<file path="config.mk">
export PLATFORM = sky130hd
export DESIGN_NAME = feistel_block_cipher_64
export DESIGN_NICKNAME = d
export VERILOG_FILES = /design/src/sv/fbc_pkg.sv /design/src/sv/feistel_block_cipher_64.sv /design/src/sv/fbc_keymod.sv /design/src/sv/fbc_round.sv
export SDC_FILE = /design/constraint.sdc
export NUM_CORES = 1
export LEC_CHECK = 0
export BUFFER_PORTS_ARGS = -buffer_cell sky130_fd_sc_hd__buf_4
export CORE_ASPECT_RATIO = 0.7
export CORE_MARGIN = 4
export CORE_UTILIZATION = 50
export DETAILED_ROUTE_END_ITERATION = 8
export HOLD_SLACK_MARGIN = 0.03
export PLACE_DENSITY = 0.72
export SYNTH_ARGS = -nofsm -noshare
export SYNTH_HDL_FRONTEND = slang
export SYNTH_SLANG_ARGS = --single-unit
export TNS_END_PERCENT = 30
</file>
<file path="constraint.sdc">
create_clock -name clk -period 27 [get_ports clk]
set_input_delay 2.7 -clock clk [delete_from_list [all_inputs] [get_ports clk]]
set_output_delay 2.7 -clock clk [all_outputs]
set_load 0.05 [all_outputs]
</file>
<file path="src/sv/fbc_pkg.sv">
`timescale 1ns / 1ps

package fbc_pkg;

  localparam int MAX_KEY_BYTES_DEF = 8;
  localparam int MAX_ROUNDS_DEF    = 255;

  localparam int BLOCK_W = 64;
  localparam int HALF_W  = 32;
  localparam int KEY_W   = 64;
  localparam int CFG_IDX_W = 2;

  localparam logic [15:0] ROUND_MASK = 16'hE5E5;

  // Configuration register indexes.
  localparam logic [CFG_IDX_W-1:0] REG_KEY_BYTES   = 2'd0;
  localparam logic [CFG_IDX_W-1:0] REG_KEY_LENGTH  = 2'd1;
  localparam logic [CFG_IDX_W-1:0] REG_ROUND_COUNT = 2'd2;

  // Operation codes carried with each block.
  localparam logic OP_ENCRYPT = 1'b0;
  localparam logic OP_DECRYPT = 1'b1;

  localparam logic [3:0] KEY_LENGTH_RST  = 4'd1;
  localparam logic [7:0] ROUND_COUNT_RST = 8'd16;

  typedef enum logic [1:0] {
    ST_IDLE,
    ST_MOD,
    ST_RUN,
    ST_DONE
  } state_t;

  // Per-round control handed to the round datapath.
  typedef struct packed {
    logic [7:0] key_byte;
    logic [7:0] j;
    logic       last;
  } round_ctl_t;

endpackage

</file>
<file path="src/sv/feistel_block_cipher_64.sv">
`timescale 1ns / 1ps

// 64-bit Feistel block cipher with a keyword key of up to eight bytes.
// Configuration: cfg_we writes cfg_wdata into register cfg_index (0 key bytes,
// 1 key length, 2 round count) in the same cycle; write only while idle.
// Input: a transaction on in_valid/in_ready carries one block and the
// operation (0 encrypt, 1 decrypt). Output: one transaction on
// out_valid/out_ready carries the processed block.
// Datapath: a single round unit with one 16x16 multiplier does one round per
// cycle. Encryption runs the rounds directly; decryption first finds the
// starting key byte with a remainder unit, then runs the rounds. Zero rounds
// give the block back unchanged. One block is in flight at a time; a new block
// is taken in the cycle its predecessor's result is taken, not before.
// Reset returns the key to zero, key length to 1, round count to 16, and the
// block to idle. A stalled receiver holds the result in the output register
// and the block accepts nothing until it is taken.
module feistel_block_cipher_64 #(
  parameter int MAX_KEY_BYTES = fbc_pkg::MAX_KEY_BYTES_DEF,
  parameter int MAX_ROUNDS    = fbc_pkg::MAX_ROUNDS_DEF
) (
  input  logic                            clk,
  input  logic                            rst_n,
  input  logic                            cfg_we,
  input  logic [fbc_pkg::CFG_IDX_W-1:0]   cfg_index,
  input  logic [fbc_pkg::KEY_W-1:0]       cfg_wdata,
  input  logic                            in_valid,
  output logic                            in_ready,
  input  logic                            in_operation,
  input  logic [fbc_pkg::BLOCK_W-1:0]     in_block_in,
  output logic                            out_valid,
  input  logic                            out_ready,
  output logic [fbc_pkg::BLOCK_W-1:0]     out_block_out
);

  localparam int IDX_W = (MAX_KEY_BYTES > 1) ? $clog2(MAX_KEY_BYTES) : 1;
  localparam int HW    = fbc_pkg::HALF_W;

  fbc_pkg::state_t state_r, state_nxt;

  logic [fbc_pkg::KEY_W-1:0] key_bytes_r;
  logic [3:0]                key_length_r;
  logic [7:0]                round_count_r;

  logic [HW-1:0]    left_r, left_nxt;
  logic [HW-1:0]    right_r, right_nxt;
  logic             op_r, op_nxt;
  logic [7:0]       j_r, j_nxt;
  logic [7:0]       remain_r, remain_nxt;
  logic [IDX_W-1:0] kidx_r, kidx_nxt;

  logic [3:0]       klen;
  logic [IDX_W-1:0] klen_m1;
  logic [7:0]       nrounds;
  logic             in_fire;
  logic             out_fire;
  logic             mod_start;
  logic             mod_done;
  logic [3:0]       mod_rem;

  fbc_pkg::round_ctl_t rctl;
  logic [HW-1:0]       round_left;
  logic [HW-1:0]       round_right;

  // Clamp the registers into their working ranges.
  always_comb begin
    if (key_length_r == 4'd0) begin
      klen = 4'd1;
    end else if (key_length_r > 4'(MAX_KEY_BYTES)) begin
      klen = 4'(MAX_KEY_BYTES);
    end else begin
      klen = key_length_r;
    end
    if (round_count_r > 8'(MAX_ROUNDS)) begin
      nrounds = 8'(MAX_ROUNDS);
    end else begin
      nrounds = round_count_r;
    end
  end

  assign klen_m1 = IDX_W'(klen - 4'd1);

  assign in_fire  = in_valid && in_ready;
  assign out_fire = out_valid && out_ready;

  always_ff @(posedge clk) begin
    if (!rst_n) begin
      key_bytes_r   <= '0;
      key_length_r  <= fbc_pkg::KEY_LENGTH_RST;
      round_count_r <= fbc_pkg::ROUND_COUNT_RST;
    end else if (cfg_we) begin
      case (cfg_index)
        fbc_pkg::REG_KEY_BYTES:   key_bytes_r   <= cfg_wdata;
        fbc_pkg::REG_KEY_LENGTH:  key_length_r  <= cfg_wdata[3:0];
        fbc_pkg::REG_ROUND_COUNT: round_count_r <= cfg_wdata[7:0];
        default: ;
      endcase
    end
  end

  assign rctl.key_byte = key_bytes_r[{kidx_r, 3'b000} +: 8];
  assign rctl.j        = j_r;
  assign rctl.last     = (remain_r == 8'd1);

  fbc_round u_round (
    .ctl       (rctl),
    .left      (left_r),
    .right     (right_r),
    .new_left  (round_left),
    .new_right (round_right)
  );

  // Decryption starts at key byte (n - 1) mod key length.
  fbc_keymod u_keymod (
    .clk      (clk),
    .rst_n    (rst_n),
    .start    (mod_start),
    .dividend (nrounds - 8'd1),
    .divisor  (klen),
    .done     (mod_done),
    .rem      (mod_rem)
  );

  // Next state.
  always_comb begin
    state_nxt = state_r;
    case (state_r)
      fbc_pkg::ST_IDLE, fbc_pkg::ST_DONE: begin
        if (in_fire) begin
          if (nrounds == 8'd0) begin
            state_nxt = fbc_pkg::ST_DONE;
          end else if (in_operation == fbc_pkg::OP_DECRYPT) begin
            state_nxt = fbc_pkg::ST_MOD;
          end else begin
            state_nxt = fbc_pkg::ST_RUN;
          end
        end else if (out_fire) begin
          state_nxt = fbc_pkg::ST_IDLE;
        end
      end
      fbc_pkg::ST_MOD: begin
        if (mod_done) begin
          state_nxt = fbc_pkg::ST_RUN;
        end
      end
      fbc_pkg::ST_RUN: begin
        if (remain_r == 8'd1) begin
          state_nxt = fbc_pkg::ST_DONE;
        end
      end
      default: state_nxt = fbc_pkg::ST_IDLE;
    endcase
  end

  // Handshake outputs.
  always_comb begin
    in_ready  = 1'b0;
    out_valid = 1'b0;
    case (state_r)
      fbc_pkg::ST_IDLE: in_ready = 1'b1;
      fbc_pkg::ST_DONE: begin
        out_valid = 1'b1;
        in_ready  = out_ready;
      end
      default: ;
    endcase
  end

  assign mod_start     = in_fire && (in_operation == fbc_pkg::OP_DECRYPT) &&
                         (nrounds != 8'd0);
  assign out_block_out = {left_r, right_r};

  // Datapath registers.
  always_comb begin
    left_nxt   = left_r;
    right_nxt  = right_r;
    op_nxt     = op_r;
    j_nxt      = j_r;
    remain_nxt = remain_r;
    kidx_nxt   = kidx_r;
    if (in_fire) begin
      left_nxt   = in_block_in[fbc_pkg::BLOCK_W-1:HW];
      right_nxt  = in_block_in[HW-1:0];
      op_nxt     = in_operation;
      remain_nxt = nrounds;
      j_nxt      = (in_operation == fbc_pkg::OP_DECRYPT) ? (nrounds - 8'd1) : 8'd0;
      kidx_nxt   = '0;
    end else if (state_r == fbc_pkg::ST_MOD) begin
      kidx_nxt = mod_rem[IDX_W-1:0];
    end else if (state_r == fbc_pkg::ST_RUN) begin
      left_nxt   = round_left;
      right_nxt  = round_right;
      remain_nxt = remain_r - 8'd1;
      if (op_r == fbc_pkg::OP_DECRYPT) begin
        j_nxt    = j_r - 8'd1;
        kidx_nxt = (kidx_r == '0) ? klen_m1 : (kidx_r - IDX_W'(1));
      end else begin
        j_nxt    = j_r + 8'd1;
        kidx_nxt = (kidx_r == klen_m1) ? '0 : (kidx_r + IDX_W'(1));
      end
    end
  end

  always_ff @(posedge clk) begin
    if (!rst_n) begin
      state_r <= fbc_pkg::ST_IDLE;
    end else begin
      state_r <= state_nxt;
    end
  end

  always_ff @(posedge clk) begin
    left_r   <= left_nxt;
    right_r  <= right_nxt;
    op_r     <= op_nxt;
    j_r      <= j_nxt;
    remain_r <= remain_nxt;
    kidx_r   <= kidx_nxt;
  end

endmodule

</file>
<file path="src/sv/fbc_keymod.sv">
`timescale 1ns / 1ps

// Restoring remainder, one dividend bit per cycle while busy, over all eight dividend bits.
module fbc_keymod (
  input  logic       clk,
  input  logic       rst_n,
  input  logic       start,
  input  logic [7:0] dividend,
  input  logic [3:0] divisor,
  output logic       done,
  output logic [3:0] rem
);

  logic       busy_r, busy_nxt;
  logic [2:0] cnt_r, cnt_nxt;
  logic [7:0] dvd_r, dvd_nxt;
  logic [3:0] rem_r, rem_nxt;
  logic [3:0] trial;
  logic [3:0] trial_red;

  // The partial remainder stays below the divisor (at most 7), so three bits shift up.
  assign trial     = {rem_r[2:0], dvd_r[7]};
  assign trial_red = (trial >= divisor) ? (trial - divisor) : trial;

  assign done = busy_r && (cnt_r == 3'd7);
  assign rem  = trial_red;

  always_comb begin
    busy_nxt = busy_r;
    cnt_nxt  = cnt_r;
    dvd_nxt  = dvd_r;
    rem_nxt  = rem_r;
    if (start) begin
      busy_nxt = 1'b1;
      cnt_nxt  = 3'd0;
      dvd_nxt  = dividend;
      rem_nxt  = 4'd0;
    end else if (busy_r) begin
      cnt_nxt = cnt_r + 3'd1;
      dvd_nxt = {dvd_r[6:0], 1'b0};
      rem_nxt = trial_red;
      if (cnt_r == 3'd7) begin
        busy_nxt = 1'b0;
      end
    end
  end

  always_ff @(posedge clk) begin
    if (!rst_n) begin
      busy_r <= 1'b0;
      cnt_r  <= 3'd0;
    end else begin
      busy_r <= busy_nxt;
      cnt_r  <= cnt_nxt;
    end
  end

  always_ff @(posedge clk) begin
    dvd_r <= dvd_nxt;
    rem_r <= rem_nxt;
  end

endmodule

</file>
<file path="src/sv/fbc_round.sv">
`timescale 1ns / 1ps

// One Feistel round. Only the low 16 bits of the product survive the mask,
// so a 16 by 16 multiplier is enough.
module fbc_round (
  input  fbc_pkg::round_ctl_t         ctl,
  input  logic [fbc_pkg::HALF_W-1:0]  left,
  input  logic [fbc_pkg::HALF_W-1:0]  right,
  output logic [fbc_pkg::HALF_W-1:0]  new_left,
  output logic [fbc_pkg::HALF_W-1:0]  new_right
);

  logic [7:0]                 j_inc;
  logic [15:0]                mult;
  logic [31:0]                prod;
  logic [15:0]                f;
  logic [fbc_pkg::HALF_W-1:0] mixed;

  assign j_inc = ctl.j + 8'd1;
  assign mult  = ({{8{ctl.key_byte[7]}}, ctl.key_byte} ^ {8'd0, j_inc}) + 16'd2;
  assign prod  = left[15:0] * mult;
  assign f     = prod[15:0] & fbc_pkg::ROUND_MASK;
  assign mixed = right ^ {16'd0, f};

  always_comb begin
    if (ctl.last) begin
      new_left  = left;
      new_right = mixed;
    end else begin
      new_left  = mixed;
      new_right = left;
    end
  end

endmodule

</file>
==> results.json, run 1 <==
{
  "status": "finished, final reports clean",
  "cts_inserted_buffers": 17,
  "cp-end-kind": "register",
  "synth_top_area_share_pct": 20.5,
  "drive_above_1_share_pct": 17.3,
  "ys_top_cells_by_area": "edfxtp_1 21%, dfxtp_1 14%, fa_1 12%",
  "max_freq_mhz": 104,
  "setup_violations": 0,
  "synth-edff-count": 89,
  "ff_latch_area_mm2": 0.00443,
  "whs_ns": 0.467,
  "critPathRequiredTime_ns": 27.21,
  "pin_count": 202,
  "relSlewSlack_pct": 25.2,
  "nets": 1862,
  "first_global_vias": 10140,
  "die_area_mm2": 0.0287,
  "cts-root-buf": "clkbuf_16",
  "cts_resized": 0,
  "syn_area_mm2": 0.0130,
  "slew_violations": 0,
  "clkTransAtPathRegs_ns": 0.08,
  "yosys_warnings": 0,
  "rsz0062_at_grt": "false",
  "start_util_pct": 50.7,
  "postRouteAntennaNets": 0,
  "tns_ns": 0,
  "finalClockSkew_ns": 0.0125,
  "num_antenna_cells": 0,
  "track_usage_pct": 24.0,
  "timing.final.crit_share_pct": 35.4,
  "grt_overflow": 0,
  "place_hpwl_mm": 25.7,
  "drc_errors": 0,
  "dieWidth_um": 201,
  "routabilityCongestion": 0.888,
  "ys_types": 58,
  "htreeDepth": 4,
  "cp_max_fo": 21,
  "rows": 49,
  "holdBufCountCts": 0,
  "dieHeight_um": 143,
  "post-cts-setup-buffers": 0,
  "drv_cap": 0,
  "cp-start-kind": "register",
  "tritoncts": "yes",
  "cts.sinks": 177,
  "synth_area_leader_cell": "edfxtp_1",
  "wl_per_cell_um": 18.0,
  "grt_pass1_wl_mm": 54.9,
  "viasPerCell": 5.36,
  "ys.flop_type": "edfxtp_1",
  "synth_area_per_cell_um2": 9.15,
  "grt_max_degree": 93,
  "routed_wl_mm": 34.6,
  "multiInputGateArea_mm2": 0.00774,
  "ys_seq_area_share_pct": 34.0,
  "async_flop_share_pct": 0,
  "synth_seq_cells": 177,
  "dr.first_iter.drc_count": 905,
  "vias": 10292,
  "syn_nets": 1710,
  "worst_pin_slew_ns": 1.12,
  "critical_path_class": "register to register",
  "worstPathArrival_ns": 9.78,
  "portBuffers": 201,
  "cts_max_path_buffers": 2,
  "fin_crit_ns": 9.57,
  "drt-pass1-iter-count": 8,
  "syn_to_final_growth_pct": 17.6,
  "clock_latency_ns": 0.45,
  "core_mm2": 0.0257,
  "antenna_found_initial": 1,
  "min_path_type": "register to register",
  "r2r_slack_ns": 17.43,
  "nFillCells": 2254,
  "synth_cells": 1424,
  "hold_viol_final": 0
}
## synth_stat cells (26+ instances only)
cell and n:
o21ai_0 56, mux2i_1 48, xnor2_1 50, ha_1 70, a21oi_1 39, inv_1 147
fa_1 80, a21boi_0 64, xor2_1 26, and2_1 61, nor2_1 53, edfxtp_1 89
dfxtp_1 88, nand2_1 330, clkbuf_1 68
## path summary, 6_finish.rpt
check                                 end                         start  depth (start not counted)
min reg2reg  key_bytes_r[42]$_SDFFE_PN0P_  key_bytes_r[42]$_SDFFE_PN0P_                          2
max reg2reg         right_r[15]$_DFFE_PP_        kidx_r[0]$_SDFFE_PP0P_                         27
min          key_bytes_r[42]$_SDFFE_PN0P_  key_bytes_r[42]$_SDFFE_PN0P_                          2
max                 right_r[15]$_DFFE_PP_        kidx_r[0]$_SDFFE_PP0P_                         27
## metal layers
layer | wire [um] | vias up | track usage, % | share of wire [%]
li1 | - | 4934 | - | -
met1 | 16800 | 4984 | 36.4 | 49
met2 | 14300 | 323 | 34.6 | 42
met3 | 2740 | 49 | 5.97 | 7.9
met4 | 633 | 2 | 5.86 | 1.8
met5 | 20 | - | 0 | 0.058
## cell families after synthesis
| group | after synthesis | share of synthesized area [%] |
|---|---|---|
| AO/OA/AOI/OAI | 198 | 9.64 |
| XOR/XNOR | 86 | 6.85 |
| adder cells (fa/ha/maj) | 150 | 19.0 |
| buffers and inverters | 226 | 6.73 |
| flip-flops | 177 | 34.0 |
| multiplexers | 62 | 5.76 |
| AND/OR/NAND/NOR | 525 | 18.0 |
## placed cells by master, fill, tap and decap left out, types with 51 or more instances in the layout
master,count
inv_1,147
o21ai_0,56
a21boi_0,64
nand2_1,329
dfxtp_1,88
nor2_1,51
and2_1,61
ha_1,70
edfxtp_1,89
fa_1,80
buf_4,212
## area by class of cell
cell class	count	area share (%)
tap	331	2.70
clock inverter	14	0.980
multi-input combinational	1021	50.5
timing repair buffer	212	10.4
sequential	177	28.9
inverter	147	3.60
clock buffer	18	2.87
## flip-flops by register name, summed over array words and instances (netlist names)
signal	flops
j_r	8
key_bytes_r	64
key_length_r	4
kidx_r	3
left_r	32
op_r	1
remain_r	8
right_r	32
round_count_r	8
state_r	2
u_keymod.busy_r	1
u_keymod.cnt_r	3
u_keymod.dvd_r	8
u_keymod.rem_r	3
## worst max-delay path, stage by stage (launching register included)
cell and delay (ns):
dfxtp_1 1.03, mux4_2 0.60, mux2i_1 0.35, inv_1 0.33
ha_1 0.50, nor3_1 0.38, nand2_1 0.16, xnor2_1 0.50
nand2_1 0.16, fa_1 0.54, inv_1 0.06, fa_1 0.49
inv_1 0.05, fa_1 0.46, fa_1 0.51, fa_1 0.53
fa_1 0.46, xnor2_1 0.20, xnor2_1 0.15, xnor2_1 0.15
xnor2_1 0.16, xnor2_1 0.15, xnor3_1 0.24, xnor3_1 0.21
xnor3_1 0.38, xnor3_1 0.32, a21oi_1 0.07, a21o_1 0.17
## through the flow
stage | instance area [um2] | util, % | instances | worst slack [ns]
6_report | 15300 | 59.6 | 1920 | 17.43
5_1_grt | 15300 | 59.6 | 1920 | 16.96
4_1_cts | 15300 | 59.6 | 1920 | 17.44
3_5_place_dp | 14700 | 57.3 | 1888 | 17.47
3_3_place_gp | 14700 | 57.3 | 1888 | 17.81
2_1_floorplan | 13000 | - | 1424 | 18.54
Power of run 1 is not shown: default switching activity piles up to over one toggle a cycle in this logic, so the estimate is an artifact.
==> inputs of run 2 (changes only) <==
Settings changed: ABC_AREA from default to 1.
Clock period 27 ns to 9 ns, I/O delays scaled along.
==> run 2 against run 1 <==
  * Sequential share of layout area shrank 0.36 points
  * Critical path type unchanged
  * Die area is 1.1% higher
  * Synthesized area is 1.2% higher
==> results.json, run 2 <==
{
  "status": "finished, final reports clean",
  "met1_usage_pct": 39.0,
  "ys_types": 53,
  "rsz0062_at_grt": "false",
  "dr.first_iter.drc_count": 1146,
  "path_common_cell": "nand2_1",
  "post-cts-setup-buffers": 0,
  "syn_nets": 1988,
  "async_flop_share_pct": 0,
  "multiInputGateArea_mm2": 0.00733,
  "pin_count": 202,
  "cts_inserted_buffers": 17,
  "critical_path_class": "register to register",
  "largest_registers": "key_bytes_r (64), left_r (32), right_r (32)",
  "postRouteAntennaNets": 0,
  "cp-end-kind": "register",
  "synth_top_area_share_pct": 20.3,
  "critPathSlowestCell": "dfxtp_1",
  "tns_ns": 0,
  "drt-pass1-iter-count": 6,
  "nFillCells": 2337,
  "place_hpwl_mm": 28.5,
  "final_cell_mix": "427 x nand2_1, 278 x inv_1, 213 x buf_4, 137 x nor2_1, 122 x o21ai_0",
  "slew_violations": 0,
  "drive_above_1_share_pct": 15.9,
  "htreeDepth": 4,
  "synth_cells": 1702,
  "track_usage_pct": 25.6,
  "fin_crit_ns": 8.26,
  "portBuffers": 201,
  "drv_cap": 0,
  "syn_to_final_growth_pct": 17.7,
  "nets": 2156,
  "yosys_warnings": 0,
  "holdBufCountCts": 0,
  "cp_max_fo": 36,
  "timing.final.crit_share_pct": 91.8,
  "antenna_found_initial": 0,
  "routed_wl_mm": 37.1,
  "cts_resized": 0,
  "synth.most_common_cell": "nand2_1",
  "use_met3_pct": 6.14,
  "synth_seq_cells": 177,
  "synth_area_per_cell_um2": 7.74,
  "cts_max_path_buffers": 2,
  "ff_latch_area_mm2": 0.00443,
  "slowest_delay_ns": 0.75,
  "relSlewSlack_pct": 38.7,
  "die_area_mm2": 0.0291,
  "cts-root-buf": "clkbuf_16",
  "grt_max_degree": 99,
  "ys_seq_area_share_pct": 33.7,
  "synth-edff-count": 89,
  "rows": 49,
  "setup_violations": 0,
  "regMostFlops": "key_bytes_r",
  "final_common_cell": "nand2_1",
  "worst_pin_slew_ns": 0.920,
  "drc_errors": 0,
  "dieHeight_um": 144,
  "vias": 11690,
  "dieWidth_um": 202,
  "hold_viol_final": 0,
  "syn_area_mm2": 0.0132,
  "viasPerCell": 5.22,
  "grtUsageMet2_pct": 37.1,
  "num_antenna_cells": 0,
  "worstPathArrival_ns": 8.45,
  "routabilityCongestion": 0.947,
  "finalClockSkew_ns": 0.0170,
  "synth_area_leader_cell": "edfxtp_1",
  "cp-start-kind": "register",
  "top_usage_layer": "met1",
  "clkTransAtPathRegs_ns": 0.07,
  "grt_pass1_wl_mm": 59.3,
  "ys_top_cells_by_area": "edfxtp_1 20%, dfxtp_1 13%, nand2_1 12%",
  "ys.flop_type": "edfxtp_1",
  "largest_reg_flops": 64,
  "tritoncts": "yes",
  "core_mm2": 0.0258,
  "clock_latency_ns": 0.45,
  "critPathRequiredTime_ns": 9.19,
  "grt_overflow": 0,
  "max_freq_mhz": 121,
  "first_global_vias": 11126,
  "min_path_type": "register to register",
  "wl_per_cell_um": 16.6,
  "start_util_pct": 51.0,
  "synthTopCellsByCount": "428 x nand2_1, 280 x inv_1, 137 x nor2_1",
  "cts.sinks": 177
}
==> run 2: cell count changes in the layout (fill, tap and decap cells not counted), sizes merged, moves of 48 or more <==
cell,before,now
a21oi,39,95
a21boi,64,0
mux2i,48,0
nand2,330,445
nor2,53,143
and2,61,0
nand3,12,105
inv,153,295
o21ai,56,129
==> run 2: worst paths after layout <==
| path | startpoint | end | slack, ns | cells past startpoint |
|---|---|---|---|---|
| max reg2reg | kidx_r[0]$_SDFFE_PP0P_ | right_r[15]$_DFFE_PP_ | 0.74 | 38 |
| max | kidx_r[0]$_SDFFE_PP0P_ | right_r[15]$_DFFE_PP_ | 0.74 | 38 |
| min reg2reg | key_bytes_r[10]$_SDFFE_PN0P_ | key_bytes_r[10]$_SDFFE_PN0P_ | 0.46 | 2 |
| min | key_bytes_r[10]$_SDFFE_PN0P_ | key_bytes_r[10]$_SDFFE_PN0P_ | 0.46 | 2 |
==> run 2: through the flow <==
step           instance area [um2]  util (%)  setup WS [ns]  instances  hold slack (ns)
6_report                     15500      60.1          0.740       2240            0.456
3_5_place_dp                 14900      57.8          0.843       2208            0.443
3_3_place_gp                 14900      57.8          0.984       2208            0.442
2_1_floorplan                13200         -           2.00       1702            0.424
4_1_cts                      15500      60.1          0.815       2240            0.455
5_1_grt                      15500      60.1         0.0563       2240            0.472
==> run 2: area by class of cell <==
class / instances / area share [%]
sequential: 177 / 28.6
inverter: 293 / 7.15
multi-input combinational: 1168 / 47.2
tap: 357 / 2.88
clock buffer: 20 / 3.08
timing repair buffer: 213 / 10.3
clock inverter: 12 / 0.758
==> run 2: worst max-delay path, delay by kind of cell, from the launching register on <==
| family | cells | cell delay [ns] |
|---|---|---|
| xor gates and xnor gates | 2 | 0.68 |
| adders and majority gates | 7 | 3.45 |
| buffers and inverters | 9 | 0.86 |
| DFF | 1 | 0.75 |
| and+or+nand+nor | 20 | 2.23 |
==> run 2: logic make-up after synthesis <==
kind of cell	share of synthesized area, %
adder cells (fa/ha/maj)	18.8
AND/OR/NAND/NOR	22.9
AO/OA/AOI/OAI	10.3
XOR/XNOR	3.40
buffers and inverters	10.9
flip-flops	33.7
==> run 2: layer usage <==
layer / wire length, um / vias up / part of all wire [%]
li1: - / 5699 / -
met1: 17500 / 5506 / 47
met2: 15700 / 448 / 42
met3: 3530 / 37 / 9.5
met4: 429 / 0 / 1.2
met5: 0 / - / 0
Power of run 2 is left out for the same reason.
==> inputs of run 3 (changes only) <==
Settings changed: CORE_UTILIZATION 50 to 52, CTS_CLUSTER_DIAMETER from default to 30, PLACE_DENSITY 0.72 to 0.74.
==> run 3 against run 2 <==
  * Sequential share of layout area increased by 0.11 points
  * Highest routed layer unchanged
  * Largest cell class unchanged
  * Critical path depth fell by 1
  * Global-route usage is 1.1 points higher
==> results.json, run 3 (synthesis results as in run 2) <==
{
  "final_cell_mix": "427 x nand2_1, 278 x inv_1, 211 x buf_4, 137 x nor2_1, 122 x o21ai_0",
  "largest_registers": "key_bytes_r (64), left_r (32), right_r (32)",
  "die_area_mm2": 0.0280,
  "post-cts-setup-buffers": 0,
  "largest_reg_flops": 64,
  "timing.final.crit_share_pct": 93.2,
  "routabilityCongestion": 0.942,
  "cp-start-kind": "register",
  "dieWidth_um": 198,
  "placed_cell_area_mm2": 0.0149,
  "slowest_delay_ns": 0.66,
  "drive_above_1_share_pct": 15.7,
  "slew_violations": 0,
  "relSlewSlack_pct": 37.4,
  "drc_errors": 0,
  "path_common_cell": "nand2_1",
  "core_mm2": 0.0248,
  "vias": 11768,
  "track_usage_pct": 26.7,
  "cp-end-kind": "register",
  "rows": 48,
  "rsz0062_at_grt": "false",
  "routed_wl_mm": 37.4,
  "antenna_found_initial": 2,
  "wl_per_cell_um": 16.9,
  "cp_max_fo": 16,
  "grt_pass1_wl_mm": 59.4,
  "fin_crit_ns": 8.39,
  "portBuffers": 201,
  "regMostFlops": "key_bytes_r",
  "cts_resized": 0,
  "cts-root-buf": "clkbuf_16",
  "drv_cap": 0,
  "holdBufCountCts": 0,
  "setup_violations": 0,
  "final_common_cell": "nand2_1",
  "tritoncts": "yes",
  "finalClockSkew_ns": 0.0179,
  "critical_path_class": "register to register",
  "hold_viol_final": 0,
  "max_freq_mhz": 119,
  "nets": 2154,
  "cts.sinks": 177,
  "dieHeight_um": 141,
  "clkTransAtPathRegs_ns": 0.07,
  "cts_max_path_buffers": 2,
  "worst_pin_slew_ns": 0.939,
  "grt_overflow": 0,
  "viasPerCell": 5.33,
  "clock_latency_ns": 0.44,
  "syn_to_final_growth_pct": 17.3,
  "start_util_pct": 53.1,
  "nFillCells": 2132,
  "worstPathArrival_ns": 8.58,
  "cts_inserted_buffers": 17,
  "tns_ns": 0,
  "critPathSlowestCell": "dfxtp_1",
  "pin_count": 202,
  "stdcell_area_mm2": 0.0155,
  "dr.first_iter.drc_count": 1165,
  "drt-pass1-iter-count": 6,
  "first_global_vias": 11416,
  "place_hpwl_mm": 28.5,
  "critPathRequiredTime_ns": 9.19,
  "status": "finished, final reports clean",
  "grt_max_degree": 93,
  "postRouteAntennaNets": 0,
  "htreeDepth": 4,
  "min_path_type": "register to register"
}
## run 3: worst paths after layout
kind                            slack, ns  depth (start not counted)                      endpoint                         start
worst max register to register       0.61                         37         right_r[15]$_DFFE_PP_        kidx_r[0]$_SDFFE_PP0P_
worst max-delay path                 0.61                         37         right_r[15]$_DFFE_PP_        kidx_r[0]$_SDFFE_PP0P_
worst min register to register       0.46                          2  key_bytes_r[50]$_SDFFE_PN0P_  key_bytes_r[50]$_SDFFE_PN0P_
worst min-delay path                 0.46                          2  key_bytes_r[50]$_SDFFE_PN0P_  key_bytes_r[50]$_SDFFE_PN0P_
## run 3: critical path: cells and delay by family (launching register included)
kind                     cells  cell delay (ns)
AO/OA/AOI/OAI                2             0.50
XOR/XNOR                     2             0.70
adder cells (fa/ha/maj)      7             3.47
buffers and inverters        9             1.02
flip-flops                   1             0.66
AND/OR/NAND/NOR             17             1.78
## run 3: cell type report
cell class	count	area, um2	area share, %
Multi-Input combinational cell	1168	7330	47.4
Sequential cell	177	4430	28.7
Timing Repair Buffer	211	1580	10.3
Inverter	293	1110	7.17
Clock buffer	20	468	3.03
Tap cell	325	407	2.63
Clock inverter	12	118	0.761
Antenna cell	2	5.00	0.0324
## run 3: through the flow
stage	instances	util (%)	hold slack (ns)	worst slack (ns)
final	2208	62.3	0.456	0.613
after global routing	2208	62.3	0.475	0.161
after CTS	2206	62.3	0.460	0.809
after detailed placement	2174	59.9	0.447	0.851
after global placement	2174	59.9	0.438	1.01
after floorplan	1702	-	0.424	2.00
## run 3: per-layer routing
| layer | share of wire, % | routed length (um) | global-route usage [%] | up-vias |
|---|---|---|---|---|
| li1 | - | - | - | 5696 |
| met1 | 46 | 17300 | 39.8 | 5506 |
| met2 | 42 | 15700 | 37.8 | 524 |
| met3 | 11 | 3980 | 8.93 | 42 |
| met4 | 1.2 | 455 | 5.87 | 0 |
| met5 | 0 | 0 | 0 | - |
Power of run 3 is left out for the same reason.
